--- src/rtl/fqsa_pkg.sv ---
`default_nettype none
package fqsa_pkg;
  localparam int unsigned NumProcsDef  = 16;
  localparam int unsigned NumLevelsDef = 5;
  localparam int unsigned QuantW  = 4;
  localparam int unsigned AgeW    = 6;
  localparam int unsigned OpW     = 2;
  localparam int unsigned IdW     = 4;
  localparam int unsigned StatusW = 3;
  localparam int unsigned PriW    = 3;
  localparam int unsigned CfgIdxW = 1;
  localparam int unsigned CfgDataW = 6;
  localparam logic [QuantW-1:0] QuantRst = 4'd5;
  localparam logic [AgeW-1:0]   AgeRst   = 6'd20;
  localparam logic [AgeW-1:0]   WaitMax  = 6'd63;

  typedef enum logic [OpW-1:0] {
    OP_TICK = 2'd0, OP_IOREQ = 2'd1, OP_IODONE = 2'd2, OP_ADMIT = 2'd3
  } op_e;

  typedef enum logic [StatusW-1:0] {
    ST_NONE = 3'd0, ST_DISPATCH = 3'd1, ST_IDLE = 3'd2, ST_WOKEN = 3'd3,
    ST_BLK_EMPTY = 3'd4, ST_ADMIT = 3'd5, ST_REJECT = 3'd6
  } status_e;

  typedef enum logic [1:0] {
    PS_ABSENT = 2'd0, PS_READY = 2'd1, PS_RUNNING = 2'd2, PS_BLOCKED = 2'd3
  } pstat_e;

  typedef enum logic [CfgIdxW-1:0] {
    CFG_QUANTUM = 1'd0, CFG_AGE = 1'd1
  } cfg_e;

  typedef enum logic [2:0] {
    S_IDLE, S_AGE_LVL, S_AGE_POP, S_RUN, S_DISP, S_OUT
  } state_e;

  typedef struct packed {
    logic [IdW-1:0]     current_id;
    logic               current_valid;
    logic [StatusW-1:0] status;
    logic [IdW-1:0]     affected_id;
    logic [PriW-1:0]    affected_priority;
  } result_t;
endpackage
`default_nettype wire

--- src/rtl/fqsa_if.sv ---
`default_nettype none
interface fqsa_in_if;
  logic                         valid;
  logic                         ready;
  logic [fqsa_pkg::OpW-1:0]     op;
  logic [fqsa_pkg::IdW-1:0]     proc_id;
  modport source (output valid, op, proc_id, input ready);
  modport sink (input valid, op, proc_id, output ready);
endinterface

interface fqsa_out_if;
  logic                         valid;
  logic                         ready;
  logic [fqsa_pkg::IdW-1:0]     current_id;
  logic                         current_valid;
  logic [fqsa_pkg::StatusW-1:0] status;
  logic [fqsa_pkg::IdW-1:0]     affected_id;
  logic [fqsa_pkg::PriW-1:0]    affected_priority;
  modport source (output valid, current_id, current_valid, status, affected_id,
                  affected_priority, input ready);
  modport sink (input valid, current_id, current_valid, status, affected_id,
                affected_priority, output ready);
endinterface
`default_nettype wire

--- src/rtl/fqsa_wait_unit.sv ---
`default_nettype none
// saturating wait increment and promotion compare, shared by all aging steps
module fqsa_wait_unit (
  input  wire logic [fqsa_pkg::AgeW-1:0] wait_i,
  input  wire logic [fqsa_pkg::AgeW-1:0] limit_i,
  input  wire logic                      not_top_i,
  output logic [fqsa_pkg::AgeW-1:0]      wait_o,
  output logic                           promote_o
);
  logic [fqsa_pkg::AgeW-1:0] inc;
  always_comb begin
    inc = (wait_i == fqsa_pkg::WaitMax) ? wait_i : wait_i + 1'b1;
    promote_o = not_top_i && (inc > limit_i);
    wait_o = promote_o ? '0 : inc;
  end
endmodule
`default_nettype wire

--- src/rtl/feedback_queue_scheduler_aging.sv ---
`default_nettype none
// Multilevel feedback queue scheduler with aging. Items are taken on in_if and one
// result word per item leaves on out_if. Admit, IO completion and a tick that does
// not expire need no scheduling pass; a scheduling pass walks every ready entry
// through one shared wait unit, one entry per cycle, level by level. in_if.ready is
// low while an item is in work or its result waits. No clearing pass after reset.
module feedback_queue_scheduler_aging #(
  parameter int unsigned NUM_PROCS  = fqsa_pkg::NumProcsDef,
  parameter int unsigned NUM_LEVELS = fqsa_pkg::NumLevelsDef
) (
  input  wire logic                          clk_i,
  input  wire logic                          rst_ni,
  input  wire logic                          cfg_we_i,
  input  wire logic [fqsa_pkg::CfgIdxW-1:0]  cfg_idx_i,
  input  wire logic [fqsa_pkg::CfgDataW-1:0] cfg_data_i,
  fqsa_in_if.sink                            in_if,
  fqsa_out_if.source                         out_if
);
  localparam int unsigned PW = (NUM_PROCS > 1) ? $clog2(NUM_PROCS) : 1;
  localparam int unsigned LW = (NUM_LEVELS > 1) ? $clog2(NUM_LEVELS) : 1;
  localparam int unsigned CW = $clog2(NUM_PROCS + 1);
  localparam int unsigned AW = fqsa_pkg::AgeW;
  localparam int unsigned IW = fqsa_pkg::IdW;

  fqsa_pkg::state_e state_q, state_d;
  logic [fqsa_pkg::QuantW-1:0] quant_q;
  logic [AW-1:0] age_q;

  logic [1:0]    pstat_q [NUM_PROCS];
  logic [LW-1:0] plvl_q  [NUM_PROCS];
  logic [AW-1:0] pwait_q [NUM_PROCS];
  logic [PW-1:0] link_q  [NUM_PROCS];
  logic [PW-1:0] rhead_q [NUM_LEVELS];
  logic [PW-1:0] rtail_q [NUM_LEVELS];
  logic [NUM_LEVELS-1:0] rempty_q;
  logic [PW-1:0] bhead_q, btail_q;
  logic bempty_q;
  logic [PW-1:0] run_id_q;
  logic run_v_q;
  logic [fqsa_pkg::QuantW-1:0] ticks_q;

  logic [LW-1:0] lvl_q;
  logic [CW-1:0] cnt_q;
  logic [PW-1:0] cur_q;
  logic [PW-1:0] stop_q;
  logic io_q;
  logic out_v_q;
  fqsa_pkg::result_t res_q;

  // one aging step
  logic [AW-1:0] w_new;
  logic promote;
  fqsa_wait_unit u_wait (
    .wait_i(pwait_q[cur_q]), .limit_i(age_q), .not_top_i(lvl_q != '0),
    .wait_o(w_new), .promote_o(promote)
  );

  assign in_if.ready = (state_q == fqsa_pkg::S_IDLE) && !out_v_q;
  assign out_if.valid = out_v_q;
  assign out_if.current_id = res_q.current_id;
  assign out_if.current_valid = res_q.current_valid;
  assign out_if.status = res_q.status;
  assign out_if.affected_id = res_q.affected_id;
  assign out_if.affected_priority = res_q.affected_priority;

  logic acc;
  assign acc = in_if.valid && in_if.ready;

  always_ff @(posedge clk_i or negedge rst_ni) begin
    if (!rst_ni) begin
      state_q <= fqsa_pkg::S_IDLE;
    end else begin
      state_q <= state_d;
    end
  end

  always_comb begin
    state_d = state_q;
    case (state_q)
      fqsa_pkg::S_IDLE: begin
        if (acc) begin
          if ((fqsa_pkg::op_e'(in_if.op) == fqsa_pkg::OP_IOREQ) ||
              ((fqsa_pkg::op_e'(in_if.op) == fqsa_pkg::OP_TICK) &&
               (!run_v_q || ticks_q <= 4'd1))) begin
            state_d = fqsa_pkg::S_AGE_LVL;
          end
        end
      end
      fqsa_pkg::S_AGE_LVL: begin
        if (!rempty_q[lvl_q]) begin
          state_d = fqsa_pkg::S_AGE_POP;
        end else if (lvl_q == LW'(NUM_LEVELS - 1)) begin
          state_d = fqsa_pkg::S_RUN;
        end
      end
      fqsa_pkg::S_AGE_POP: begin
        if (cur_q == stop_q || cnt_q == CW'(NUM_PROCS - 1)) begin
          state_d = (lvl_q == LW'(NUM_LEVELS - 1)) ? fqsa_pkg::S_RUN
                                                   : fqsa_pkg::S_AGE_LVL;
        end
      end
      fqsa_pkg::S_RUN: state_d = fqsa_pkg::S_DISP;
      fqsa_pkg::S_DISP: state_d = fqsa_pkg::S_IDLE;
      default: state_d = fqsa_pkg::S_IDLE;
    endcase
  end

  // lowest-numbered (highest-priority) nonempty level, for dispatch
  logic [LW-1:0] top_lvl;
  logic top_any;
  always_comb begin
    top_lvl = '0;
    top_any = 1'b0;
    for (int l = NUM_LEVELS - 1; l >= 0; l--) begin
      if (!rempty_q[l]) begin
        top_lvl = LW'(l);
        top_any = 1'b1;
      end
    end
  end

  logic [PW-1:0] pid;
  logic [LW-1:0] nl;
  logic [PW-1:0] dh;
  assign pid = PW'(in_if.proc_id);
  assign dh = rhead_q[top_lvl];
  assign nl = (plvl_q[run_id_q] == LW'(NUM_LEVELS - 1)) ? plvl_q[run_id_q]
                                                       : plvl_q[run_id_q] + 1'b1;

  always_ff @(posedge clk_i or negedge rst_ni) begin
    if (!rst_ni) begin
      quant_q <= fqsa_pkg::QuantRst;
      age_q <= fqsa_pkg::AgeRst;
      for (int i = 0; i < NUM_PROCS; i++) begin
        pstat_q[i] <= fqsa_pkg::PS_ABSENT;
        plvl_q[i] <= '0;
        pwait_q[i] <= '0;
      end
      for (int l = 0; l < NUM_LEVELS; l++) begin
        rhead_q[l] <= '0;
        rtail_q[l] <= '0;
      end
      rempty_q <= '1;
      bhead_q <= '0;
      btail_q <= '0;
      bempty_q <= 1'b1;
      run_id_q <= '0;
      run_v_q <= 1'b0;
      ticks_q <= '0;
      lvl_q <= '0;
      cnt_q <= '0;
      cur_q <= '0;
      stop_q <= '0;
      io_q <= 1'b0;
      out_v_q <= 1'b0;
    end else begin
      if (cfg_we_i) begin
        case (fqsa_pkg::cfg_e'(cfg_idx_i))
          fqsa_pkg::CFG_QUANTUM: quant_q <= cfg_data_i[fqsa_pkg::QuantW-1:0];
          fqsa_pkg::CFG_AGE: age_q <= cfg_data_i;
          default: ;
        endcase
      end
      if (out_v_q && out_if.ready) begin
        out_v_q <= 1'b0;
      end
      case (state_q)
        fqsa_pkg::S_IDLE: begin
          if (acc) begin
            res_q.current_id <= run_v_q ? IW'(run_id_q) : '0;
            res_q.current_valid <= run_v_q;
            res_q.status <= fqsa_pkg::ST_NONE;
            res_q.affected_id <= '0;
            res_q.affected_priority <= '0;
            lvl_q <= '0;
            io_q <= (fqsa_pkg::op_e'(in_if.op) == fqsa_pkg::OP_IOREQ);
            case (fqsa_pkg::op_e'(in_if.op))
              fqsa_pkg::OP_TICK: begin
                if (run_v_q && ticks_q > 4'd1) begin
                  ticks_q <= ticks_q - 1'b1;
                  out_v_q <= 1'b1;
                end
              end
              fqsa_pkg::OP_IOREQ: ;
              fqsa_pkg::OP_IODONE: begin
                out_v_q <= 1'b1;
                if (bempty_q) begin
                  res_q.status <= fqsa_pkg::ST_BLK_EMPTY;
                end else begin
                  if (bhead_q == btail_q) bempty_q <= 1'b1;
                  else bhead_q <= link_q[bhead_q];
                  pstat_q[bhead_q] <= fqsa_pkg::PS_READY;
                  if (rempty_q[plvl_q[bhead_q]]) begin
                    rhead_q[plvl_q[bhead_q]] <= bhead_q;
                    rempty_q[plvl_q[bhead_q]] <= 1'b0;
                  end else begin
                    link_q[rtail_q[plvl_q[bhead_q]]] <= bhead_q;
                  end
                  rtail_q[plvl_q[bhead_q]] <= bhead_q;
                  res_q.status <= fqsa_pkg::ST_WOKEN;
                  res_q.affected_id <= IW'(bhead_q);
                  res_q.affected_priority <= 3'(plvl_q[bhead_q]);
                end
              end
              default: begin
                out_v_q <= 1'b1;
                if (32'(in_if.proc_id) >= NUM_PROCS || pstat_q[pid] != fqsa_pkg::PS_ABSENT) begin
                  res_q.status <= fqsa_pkg::ST_REJECT;
                end else begin
                  pstat_q[pid] <= fqsa_pkg::PS_READY;
                  plvl_q[pid] <= '0;
                  pwait_q[pid] <= '0;
                  if (rempty_q[0]) begin
                    rhead_q[0] <= pid;
                    rempty_q[0] <= 1'b0;
                  end else begin
                    link_q[rtail_q[0]] <= pid;
                  end
                  rtail_q[0] <= pid;
                  res_q.status <= fqsa_pkg::ST_ADMIT;
                  res_q.affected_id <= in_if.proc_id;
                end
              end
            endcase
          end
        end
        fqsa_pkg::S_AGE_LVL: begin
          if (!rempty_q[lvl_q]) begin
            // snapshot the level: pop to the original tail
            cur_q <= rhead_q[lvl_q];
            stop_q <= rtail_q[lvl_q];
            cnt_q <= '0;
          end else if (lvl_q != LW'(NUM_LEVELS - 1)) begin
            lvl_q <= lvl_q + 1'b1;
          end
        end
        fqsa_pkg::S_AGE_POP: begin
          // pop cur from head, then push it to its target tail
          begin
            logic [LW-1:0] tl;
            logic last;
            logic em_after;
            logic [PW-1:0] hd_after;
            last = (cur_q == stop_q) || (cnt_q == CW'(NUM_PROCS - 1));
            tl = promote ? lvl_q - 1'b1 : lvl_q;
            em_after = (rhead_q[lvl_q] == rtail_q[lvl_q]);
            hd_after = link_q[cur_q];
            pwait_q[cur_q] <= w_new;
            if (promote) plvl_q[cur_q] <= tl;
            if (!promote) begin
              if (em_after) begin
                rhead_q[lvl_q] <= cur_q;
              end else begin
                rhead_q[lvl_q] <= hd_after;
                link_q[rtail_q[lvl_q]] <= cur_q;
              end
              rtail_q[lvl_q] <= cur_q;
            end else begin
              if (em_after) rempty_q[lvl_q] <= 1'b1;
              else rhead_q[lvl_q] <= hd_after;
              if (rempty_q[tl]) begin
                rhead_q[tl] <= cur_q;
                rempty_q[tl] <= 1'b0;
              end else begin
                link_q[rtail_q[tl]] <= cur_q;
              end
              rtail_q[tl] <= cur_q;
            end
            cnt_q <= cnt_q + 1'b1;
            if (!last) cur_q <= hd_after;
            else if (lvl_q != LW'(NUM_LEVELS - 1)) lvl_q <= lvl_q + 1'b1;
          end
        end
        fqsa_pkg::S_RUN: begin
          if (run_v_q) begin
            if (io_q) begin
              pstat_q[run_id_q] <= fqsa_pkg::PS_BLOCKED;
              if (bempty_q) begin
                bhead_q <= run_id_q;
                bempty_q <= 1'b0;
              end else begin
                link_q[btail_q] <= run_id_q;
              end
              btail_q <= run_id_q;
            end else begin
              plvl_q[run_id_q] <= nl;
              pstat_q[run_id_q] <= fqsa_pkg::PS_READY;
              if (rempty_q[nl]) begin
                rhead_q[nl] <= run_id_q;
                rempty_q[nl] <= 1'b0;
              end else begin
                link_q[rtail_q[nl]] <= run_id_q;
              end
              rtail_q[nl] <= run_id_q;
            end
            run_v_q <= 1'b0;
          end
        end
        fqsa_pkg::S_DISP: begin
          out_v_q <= 1'b1;
          if (top_any) begin
            if (rhead_q[top_lvl] == rtail_q[top_lvl]) rempty_q[top_lvl] <= 1'b1;
            else rhead_q[top_lvl] <= link_q[dh];
            run_id_q <= dh;
            run_v_q <= 1'b1;
            pstat_q[dh] <= fqsa_pkg::PS_RUNNING;
            pwait_q[dh] <= '0;
            ticks_q <= quant_q;
            res_q.current_id <= IW'(dh);
            res_q.current_valid <= 1'b1;
            res_q.status <= fqsa_pkg::ST_DISPATCH;
            res_q.affected_id <= IW'(dh);
            res_q.affected_priority <= 3'(plvl_q[dh]);
          end else begin
            res_q.current_id <= '0;
            res_q.current_valid <= 1'b0;
            res_q.status <= fqsa_pkg::ST_IDLE;
          end
        end
        default: ;
      endcase
    end
  end
endmodule
`default_nettype wire

--- src/flat_wrapper.sv ---
// flat-port wrapper written by rule: the top's interface ports become plain ports
module feedback_queue_scheduler_aging_flat 
#(
  parameter int unsigned NUM_PROCS  = fqsa_pkg::NumProcsDef,
  parameter int unsigned NUM_LEVELS = fqsa_pkg::NumLevelsDef
)
  (clk_i, rst_ni, cfg_we_i, cfg_idx_i, cfg_data_i, in_if_valid, in_if_op, in_if_proc_id, in_if_ready, out_if_valid, out_if_current_id, out_if_current_valid, out_if_status, out_if_affected_id, out_if_affected_priority, out_if_ready);
  fqsa_in_if in_if_i ();
  fqsa_out_if out_if_i ();
  input  wire logic clk_i;
  input  wire logic rst_ni;
  input  wire logic cfg_we_i;
  input  wire logic [fqsa_pkg::CfgIdxW-1:0] cfg_idx_i;
  input  wire logic [fqsa_pkg::CfgDataW-1:0] cfg_data_i;
  input wire logic [$bits(in_if_i.valid)-1:0] in_if_valid;
  input wire logic [$bits(in_if_i.op)-1:0] in_if_op;
  input wire logic [$bits(in_if_i.proc_id)-1:0] in_if_proc_id;
  output wire logic [$bits(in_if_i.ready)-1:0] in_if_ready;
  output wire logic [$bits(out_if_i.valid)-1:0] out_if_valid;
  output wire logic [$bits(out_if_i.current_id)-1:0] out_if_current_id;
  output wire logic [$bits(out_if_i.current_valid)-1:0] out_if_current_valid;
  output wire logic [$bits(out_if_i.status)-1:0] out_if_status;
  output wire logic [$bits(out_if_i.affected_id)-1:0] out_if_affected_id;
  output wire logic [$bits(out_if_i.affected_priority)-1:0] out_if_affected_priority;
  input wire logic [$bits(out_if_i.ready)-1:0] out_if_ready;
  assign in_if_i.valid = in_if_valid;
  assign in_if_i.op = in_if_op;
  assign in_if_i.proc_id = in_if_proc_id;
  assign in_if_ready = in_if_i.ready;
  assign out_if_valid = out_if_i.valid;
  assign out_if_current_id = out_if_i.current_id;
  assign out_if_current_valid = out_if_i.current_valid;
  assign out_if_status = out_if_i.status;
  assign out_if_affected_id = out_if_i.affected_id;
  assign out_if_affected_priority = out_if_i.affected_priority;
  assign out_if_i.ready = out_if_ready;
  feedback_queue_scheduler_aging #(.NUM_PROCS(NUM_PROCS), .NUM_LEVELS(NUM_LEVELS)) u_core (.clk_i(clk_i), .rst_ni(rst_ni), .cfg_we_i(cfg_we_i), .cfg_idx_i(cfg_idx_i), .cfg_data_i(cfg_data_i), .in_if(in_if_i), .out_if(out_if_i));
endmodule
--- config.mk ---
export PLATFORM = sky130hd
export DESIGN_NAME = feedback_queue_scheduler_aging_flat
export DESIGN_NICKNAME = d
export VERILOG_FILES = /design/src/rtl/fqsa_pkg.sv /design/src/rtl/fqsa_if.sv /design/src/rtl/fqsa_wait_unit.sv /design/src/rtl/feedback_queue_scheduler_aging.sv /design/src/flat_wrapper.sv
export SDC_FILE = /design/constraint.sdc
export NUM_CORES = 1
export LEC_CHECK = 0
export BUFFER_PORTS_ARGS = -buffer_cell sky130_fd_sc_hd__buf_2
export CAP_MARGIN = 5
export CELL_PAD_IN_SITES_DETAIL_PLACEMENT = 1
export CELL_PAD_IN_SITES_GLOBAL_PLACEMENT = 2
export CORE_MARGIN = 2
export CORE_UTILIZATION = 45
export DETAILED_ROUTE_END_ITERATION = 7
export GPL_ROUTABILITY_DRIVEN = 0
export PLACE_DENSITY_LB_ADDON = 0.1
export SLEW_MARGIN = 15
export SYNTH_ARGS = -nofsm -noshare
export SYNTH_HDL_FRONTEND = slang
export SYNTH_HIERARCHICAL = 1
export SYNTH_SLANG_ARGS = --single-unit
--- constraint.sdc ---
create_clock -name clk_i -period 16.4 [get_ports clk_i]
set_clock_uncertainty 0.05 [all_clocks]
set_input_delay 0.82 -clock clk_i [delete_from_list [all_inputs] [get_ports clk_i]]
set_output_delay 0.82 -clock clk_i [all_outputs]
set_load 0.1 [all_outputs]
==> impl_metrics.json, run 1 <==
{
  "status": "finished with violations",
  "violations": "design-rule violations",
  "synth_area_sq_um": 25700,
  "initial_core_util_pct": 45.6,
  "total_power_mw": 6.88,
  "drt_wl_total_um": 122000,
  "rows": 87,
  "route.met3.wl_um": 15900,
  "ys_ff_latch": 349,
  "worst_path_max_delay_cell": "dfrtp_4",
  "cp-startpoint": "u_core/cur_q[0]",
  "cts_tree": "yes",
  "post_synth.cell_area_avg_sq_um": 9.02,
  "area_growth_pct": 8.45,
  "period_needed_ns": 8.46,
  "async_flop_share_pct": 77.4,
  "holdBufCountCts": 0,
  "grt_pass1_wl_um": 181000,
  "grt_pass1_vias": 26300,
  "reg2reg_to": "u_core/link_q[4][1]",
  "rsz0062_at_grt": "false",
  "drv_cap": 0,
  "clock_path_buffers": 3,
  "max_freq_mhz": 118,
  "r2r_start": "u_core/cur_q[0]",
  "cts-root-buf": "clkbuf_16",
  "slew_violations": 0,
  "ant_nets": 0,
  "crit_chain": "buf_4 > mux4_2 > mux4_2 > ha_1 > and3_4 > mux2_1 > ha_1 > a41oi_1 > o21ai_1 > o221a_4 > nor2b_1 > a31oi_2 > nand2b_1 > nand4_1 > o22ai_1 > a31oi_1 > and3_1 > o32ai_1 > nand3_1 > nor2_1",
  "drive_above_1_share_pct": 13.1,
  "core_sq_um": 56400,
  "cts-htree-levels": 2,
  "cts_resized": 0,
  "placedCellCount": 3453,
  "clkSinkCount": 349,
  "synth_nets": 2882,
  "vdd_drop_max_uv": 154,
  "die_x_um": 243,
  "routed.top_layer": "met5",
  "vias_per_cell": 7.49,
  "required_ns": 16.60,
  "max_stage_delay_ns": 0.73,
  "grt_max_degree": 109,
  "synth_flop_cell": "dfrtp_1",
  "yosys_warnings": 6,
  "cp.arrival_ns": 8.66,
  "numCtsBuffers": 45,
  "yosysSeqAreaShare_pct": 35.6,
  "slew_headroom_pct": 12.2,
  "dp_hpwl_um": 86300,
  "cellPowerDensity_nw_per_um2": 247,
  "fin_crit_sh_pct": 51.6,
  "post_cts_buffers": 0,
  "synth_top_family_by_area": "compound AO/OA/AOI/OAI gates",
  "synth_compound_area_share_pct": 27.5,
  "synth_xor_area_share_pct": 0.716,
  "crit_end": "u_core/link_q[4][1]",
  "gr-usage-all-layers_pct": 40.7,
  "ys_types": 112,
  "start_kind": "flip-flop",
  "synth-simple-area-share_pct": 16.6,
  "hold_viol_final": 0,
  "r2r_cells": 20,
  "synth_cells": 2848,
  "critPathMaxFanout": 38,
  "die_y_um": 243,
  "crit_type": "flip-flop to flip-flop",
  "wl_per_cell_um": 34.6,
  "synthAdderAreaFrac_pct": 0.779,
  "io_pins": 35,
  "first_iter_violations": 3801,
  "end_kind": "flip-flop",
  "fill_cells": 6509,
  "r2r_setup_slack_ns": 7.94,
  "dr_wl_met2_um": 51700,
  "dr.pass1.iters": 8,
  "final_util_pct": 49.4,
  "antenna_found_initial": 9,
  "p_leak_nw": 10.7,
  "drt_drc_violations_left": 1,
  "clk_pin_slew_ns": 0.06,
  "muxShareOfSynthArea_pct": 14.1,
  "finalNonFillerCells": 3534,
  "via_count": 26500,
  "die_area_sq_um": 59000,
  "wl_met1_um": 48700,
  "finalSetupViolCount": 0,
  "grt_overflow": 0,
  "setup-tns-final_ns": 0,
  "fin_nets": 2778,
  "min_path_type": "primary input to asynchronous set/reset pin",
  "clock_latency_ns": 0.61,
  "synth_enable_flop_cells": 79,
  "worst_pin_slew_ns": 1.32,
  "port-buffer-count": 34
}
-- per-stage QoR --
step | area [sq um] | hold slack [ns] | worst slack, ns
floorplan | 25700 | 0.411 | 8.96
global placement | 26300 | 0.429 | 8.43
detailed placement | 26300 | 0.432 | 8.21
CTS | 27800 | 0.0638 | 8.14
global route | 27900 | 0.0752 | 7.59
finish | 27900 | 0.0674 | 7.94
-- state kept, by name, indices dropped and copies added, names as in the netlist, 5 cells and up --
signal / flops
u_core/link_q: 64
u_core/rhead_q: 20
u_core/pwait_q: 96
u_core/pstat_q: 32
u_core/age_q: 6
u_core/rempty_q: 5
u_core/cnt_q: 5
u_core/rtail_q: 20
u_core/plvl_q: 48
-- synth_stat cells, types with 14 or more instances --
cell type	instances	share of area, %
and2_1	28	0.68
nand3_1	65	1.3
or2_2	15	0.37
mux2_2	24	1.1
buf_2	29	0.57
o211ai_1	26	0.76
a222oi_1	35	1.4
a21oi_1	148	2.9
or3_1	22	0.54
o22ai_1	74	1.8
inv_1	60	0.88
nor3b_1	15	0.44
o21ai_1	14	0.27
edfxtp_1	79	9.2
nand4_1	15	0.37
mux4_2	77	6.8
a31oi_1	18	0.44
nor4_1	15	0.37
mux2i_1	153	6.0
nand2_1	323	4.7
a211oi_1	23	0.67
o221ai_1	32	1.1
a22oi_1	40	1.2
nand2b_1	35	0.85
ha_1	16	0.78
nor2b_1	25	0.61
nor2_1	204	3.0
a22o_1	142	4.8
buf_1	35	0.51
clkbuf_1	168	2.5
dfrtp_1	260	25
o21ai_0	266	5.2
nor3_1	70	1.4
-- logic make-up (layout without fill, tap and decap cells) --
| kind of cell | Yosys count | in the layout |
|---|---|---|
| XOR/XNOR | 21 | 21 |
| AO/OA/AOI/OAI | 1011 | 1011 |
| multiplexers | 259 | 259 |
| flip-flops | 349 | 349 |
| AND/OR/NAND/NOR | 890 | 890 |
| buffers and inverters | 302 | 231 |
| adder cells (fa/ha/maj) | 16 | 16 |
| other | 0 | 1 |
-- layout make-up --
class / count / area (sq um) / share of cell area [%]
multi-input combinational: 2197 / 15400 / 55.4
tap: 756 / 946 / 3.40
timing repair buffer: 85 / 576 / 2.07
inverter: 66 / 248 / 0.889
antenna: 1 / 2.50 / 0.00898
clock inverter: 20 / 233 / 0.835
sequential: 349 / 9160 / 32.9
clock buffer: 60 / 1270 / 4.57
-- cells in the final DEF, fill, tap and decap left out, drive strengths merged, types with 35 or more instances in the layout --
| cell type | instances |
|---|---|
| a21oi | 150 |
| buf | 85 |
| mux4 | 79 |
| clkbuf | 60 |
| dfrtp | 260 |
| o21ai | 280 |
| nor2 | 207 |
| nand3 | 66 |
| o22ai | 74 |
| nand2b | 35 |
| a22oi | 40 |
| edfxtp | 79 |
| nand2 | 324 |
| a22o | 142 |
| a222oi | 35 |
| nor3 | 74 |
| mux2i | 153 |
| inv | 68 |
-- how the worst min path moves through the flow --
stage                     slack, ns            endpoint
after global placement         0.43  u_core/pwait_q[90]
after detailed placement       0.43   u_core/pwait_q[6]
after CTS                      0.06    u_core/plvl_q[7]
final                          0.07    u_core/plvl_q[0]
after floorplan                0.41  u_core/pwait_q[10]
after global routing           0.08    u_core/plvl_q[0]
-- where the power goes --
group,switching (mW),total [mW],internal [mW],leakage (nW)
Sequential,0.398,1.53,1.14,4.25
Clock,0.435,1.02,0.585,0.730
Combinational,3.03,4.32,1.29,5.68
Total,3.87,6.88,3.01,10.7
-- metal layers --
layer  up-vias  global-route usage, %
met5         -                      0
met4        10                   17.5
met3       363                   12.6
met2      1857                   59.3
met1     13500                   55.7
li1      10700                      -
-- worst max-delay path: cells and delay by family (launching register included) --
kind	cells	cell delay, ns
fa+ha+maj	2	0.58
flops	1	0.73
buf+inv	1	0.70
mux	3	1.47
simple gates	7	2.24
compound gates	7	2.27
No activity file was read; power rests on OpenSTA's default activity.
==> run 2, diff against run 1 <==
--- a/config.mk
+++ b/config.mk
@@ -10,7 +10,7 @@
 export CELL_PAD_IN_SITES_DETAIL_PLACEMENT = 1
 export CELL_PAD_IN_SITES_GLOBAL_PLACEMENT = 2
 export CORE_MARGIN = 2
-export CORE_UTILIZATION = 45
+export CORE_UTILIZATION = 37
 export DETAILED_ROUTE_END_ITERATION = 7
 export GPL_ROUTABILITY_DRIVEN = 0
 export PLACE_DENSITY_LB_ADDON = 0.1
==> constraint.sdc (replaced) <==
create_clock -name clk_i -period 6.9 [get_ports clk_i]
set_clock_uncertainty 0.05 [all_clocks]
set_input_delay 0.345 -clock clk_i [delete_from_list [all_inputs] [get_ports clk_i]]
set_output_delay 0.345 -clock clk_i [all_outputs]
set_load 0.1 [all_outputs]
==> run 2 against run 1 <==
  * The run now ends clean
  * Maximum frequency increased by 28%
  * Worst setup slack worse by 7.6 ns
  * Routed wire length rose by 6.2%
  * Sequential power grew 140%
  * Clock power increased to 2.7 times the previous value
  * Critical endpoint is now u_core/link_q[4][3]
==> impl_metrics.json, run 2 (synthesis results as in run 1) <==
{
  "critPathMaxFanout": 15,
  "hold_start": "cfg_idx_i",
  "cellPowerDensity_nw_per_um2": 595,
  "vias_per_cell": 6.95,
  "largestRegisters": "u_core/pwait_q (96), u_core/link_q (64), u_core/plvl_q (48)",
  "status": "finished clean",
  "cp-startpoint": "u_core/cur_q[0]",
  "grt_pass1_vias": 25900,
  "finalNonFillerCells": 3769,
  "grt_use_met3_pct": 8.53,
  "r2r_start": "u_core/cur_q[0]",
  "antenna_found_initial": 7,
  "grt-busiest-layer": "met2",
  "port-buffer-count": 34,
  "clk_pin_slew_ns": 0.06,
  "dr.pass1.iters": 6,
  "clock_path_buffers": 3,
  "end_kind": "flip-flop",
  "dp_hpwl_um": 93500,
  "die_area_sq_um": 71600,
  "largest_reg_flops": 96,
  "clock_latency_ns": 0.62,
  "use_met1_pct": 50.5,
  "cts_tree": "yes",
  "placedCellCount": 3663,
  "fin_nets": 2832,
  "drt_drc_violations_left": 0,
  "wl_per_cell_um": 34.4,
  "max_freq_mhz": 152,
  "via_count": 26200,
  "fin_hold_ws_ns": 0.106,
  "ant_nets": 0,
  "drive_above_1_share_pct": 14.8,
  "vdd_drop_max_uv": 373,
  "required_ns": 7.15,
  "gr-usage-all-layers_pct": 35.7,
  "fin_crit_sh_pct": 95.6,
  "grt_max_degree": 77,
  "p_leak_nw": 11.0,
  "start_kind": "flip-flop",
  "drv_cap": 0,
  "cts-htree-levels": 2,
  "layout_common_cells": "321 x nand2_1, 266 x o21ai_0, 253 x dfrtp_1",
  "area_growth_pct": 12.2,
  "grt_overflow": 0,
  "die_y_um": 267,
  "numCtsBuffers": 46,
  "cp.arrival_ns": 6.85,
  "grt_pass1_wl_um": 188000,
  "min_path_type": "primary input to flip-flop",
  "worst_pin_slew_ns": 1.20,
  "core_sq_um": 68700,
  "initial_core_util_pct": 37.4,
  "top_register": "u_core/pwait_q",
  "cts-root-buf": "clkbuf_16",
  "met2_usage_pct": 52.9,
  "period_needed_ns": 6.60,
  "fill_cells": 7856,
  "final_common_cell": "nand2_1",
  "clkSinkCount": 349,
  "rsz0062_at_grt": "false",
  "slew_violations": 0,
  "finalSetupViolCount": 0,
  "die_x_um": 267,
  "first_iter_violations": 3566,
  "crit_type": "flip-flop to flip-flop",
  "hold_viol_final": 0,
  "io_pins": 35,
  "drt_wl_total_um": 130000,
  "slew_headroom_pct": 19.6,
  "rows": 96
}
-- run 2: final timing paths --
| path | endpoint | slack (ns) | cells past startpoint |
|---|---|---|---|
| worst max register to register | u_core/link_q[4][3] | 0.30 | 20 |
| worst min-delay path | u_core/quant_q[1] | 0.11 | 3 |
| worst max-delay path | u_core/link_q[4][3] | 0.30 | 20 |
| worst min register to register | u_core/pwait_q[6] | 0.45 | 1 |
| min in group asynchronous | u_core/plvl_q[40] | 0.23 | 2 |
| max in group asynchronous | u_core/cur_q[0] | 4.59 | 4 |
-- run 2: area by class of cell --
class                   count  area [sq um]  area share, %
flip-flops and latches    349          9160           31.8
clock buffers              63          1300           4.50
clock inverters            23           452           1.57
repair buffers            138          1000           3.48
diodes                      2          5.00         0.0174
multi-input cells        2197         15500           53.8
inverters                  66           248          0.860
well taps                 931          1160           4.04
-- run 2: metrics by stage --
step           setup TNS (ns)  instance area, sq um  total power [mW]  setup slack [ns]  util [%]
2_1_floorplan               0                 25700              9.70            0.0208         -
3_3_place_gp                0                 26800              13.6             0.223      39.0
3_5_place_dp          -0.0393                 26800              13.8          -0.00889      39.0
4_1_cts                     0                 28700              16.6           0.00613      41.7
5_1_grt                     0                 28800              17.8            0.0905      41.9
6_report                    0                 28800              17.2             0.304      41.9
-- run 2: what timing repair did --
item	in CTS	in global routing
cloned	0	0
setup endpoints to repair	20	64
resized for setup	3	8
pin swaps	1	1
buffers inserted	1	8
hold buffers	9	0
endpoints found under the hold margin	64	0
-- run 2: layer usage --
| layer | part of all wire [%] | wire length, um | vias up |
|---|---|---|---|
| met3 | 9.9 | 12900 | 285 |
| met2 | 43 | 55700 | 1469 |
| li1 | - | - | 10800 |
| met1 | 43 | 56300 | 13600 |
| met4 | 3.7 | 4810 | 8 |
| met5 | 0.039 | 50 | - |
-- run 2: worst max-delay path, cell delays in order (launching register included) --
cell and delay (ns):
dfrtp_4 0.43, buf_4 0.20, mux4_2 0.51, mux4_2 0.53, ha_1 0.28, and3_4 0.22, mux2_1 0.35, ha_1 0.34
a41oi_1 0.19, o21ai_1 0.11, o221a_4 0.38, or4_1 0.55, o31a_1 0.22, nand2b_4 0.22, nand4_1 0.18, buf_4 0.19
o2111ai_1 0.13, a311o_2 0.47, nand3b_1 0.27, buf_4 0.25, nor2_4 0.18
-- run 2: power by group --
part	internal (mW)	total, mW	switching (mW)
clock network	1.71	2.79	1.07
logic	3.27	10.7	7.47
registers	2.70	3.62	0.918
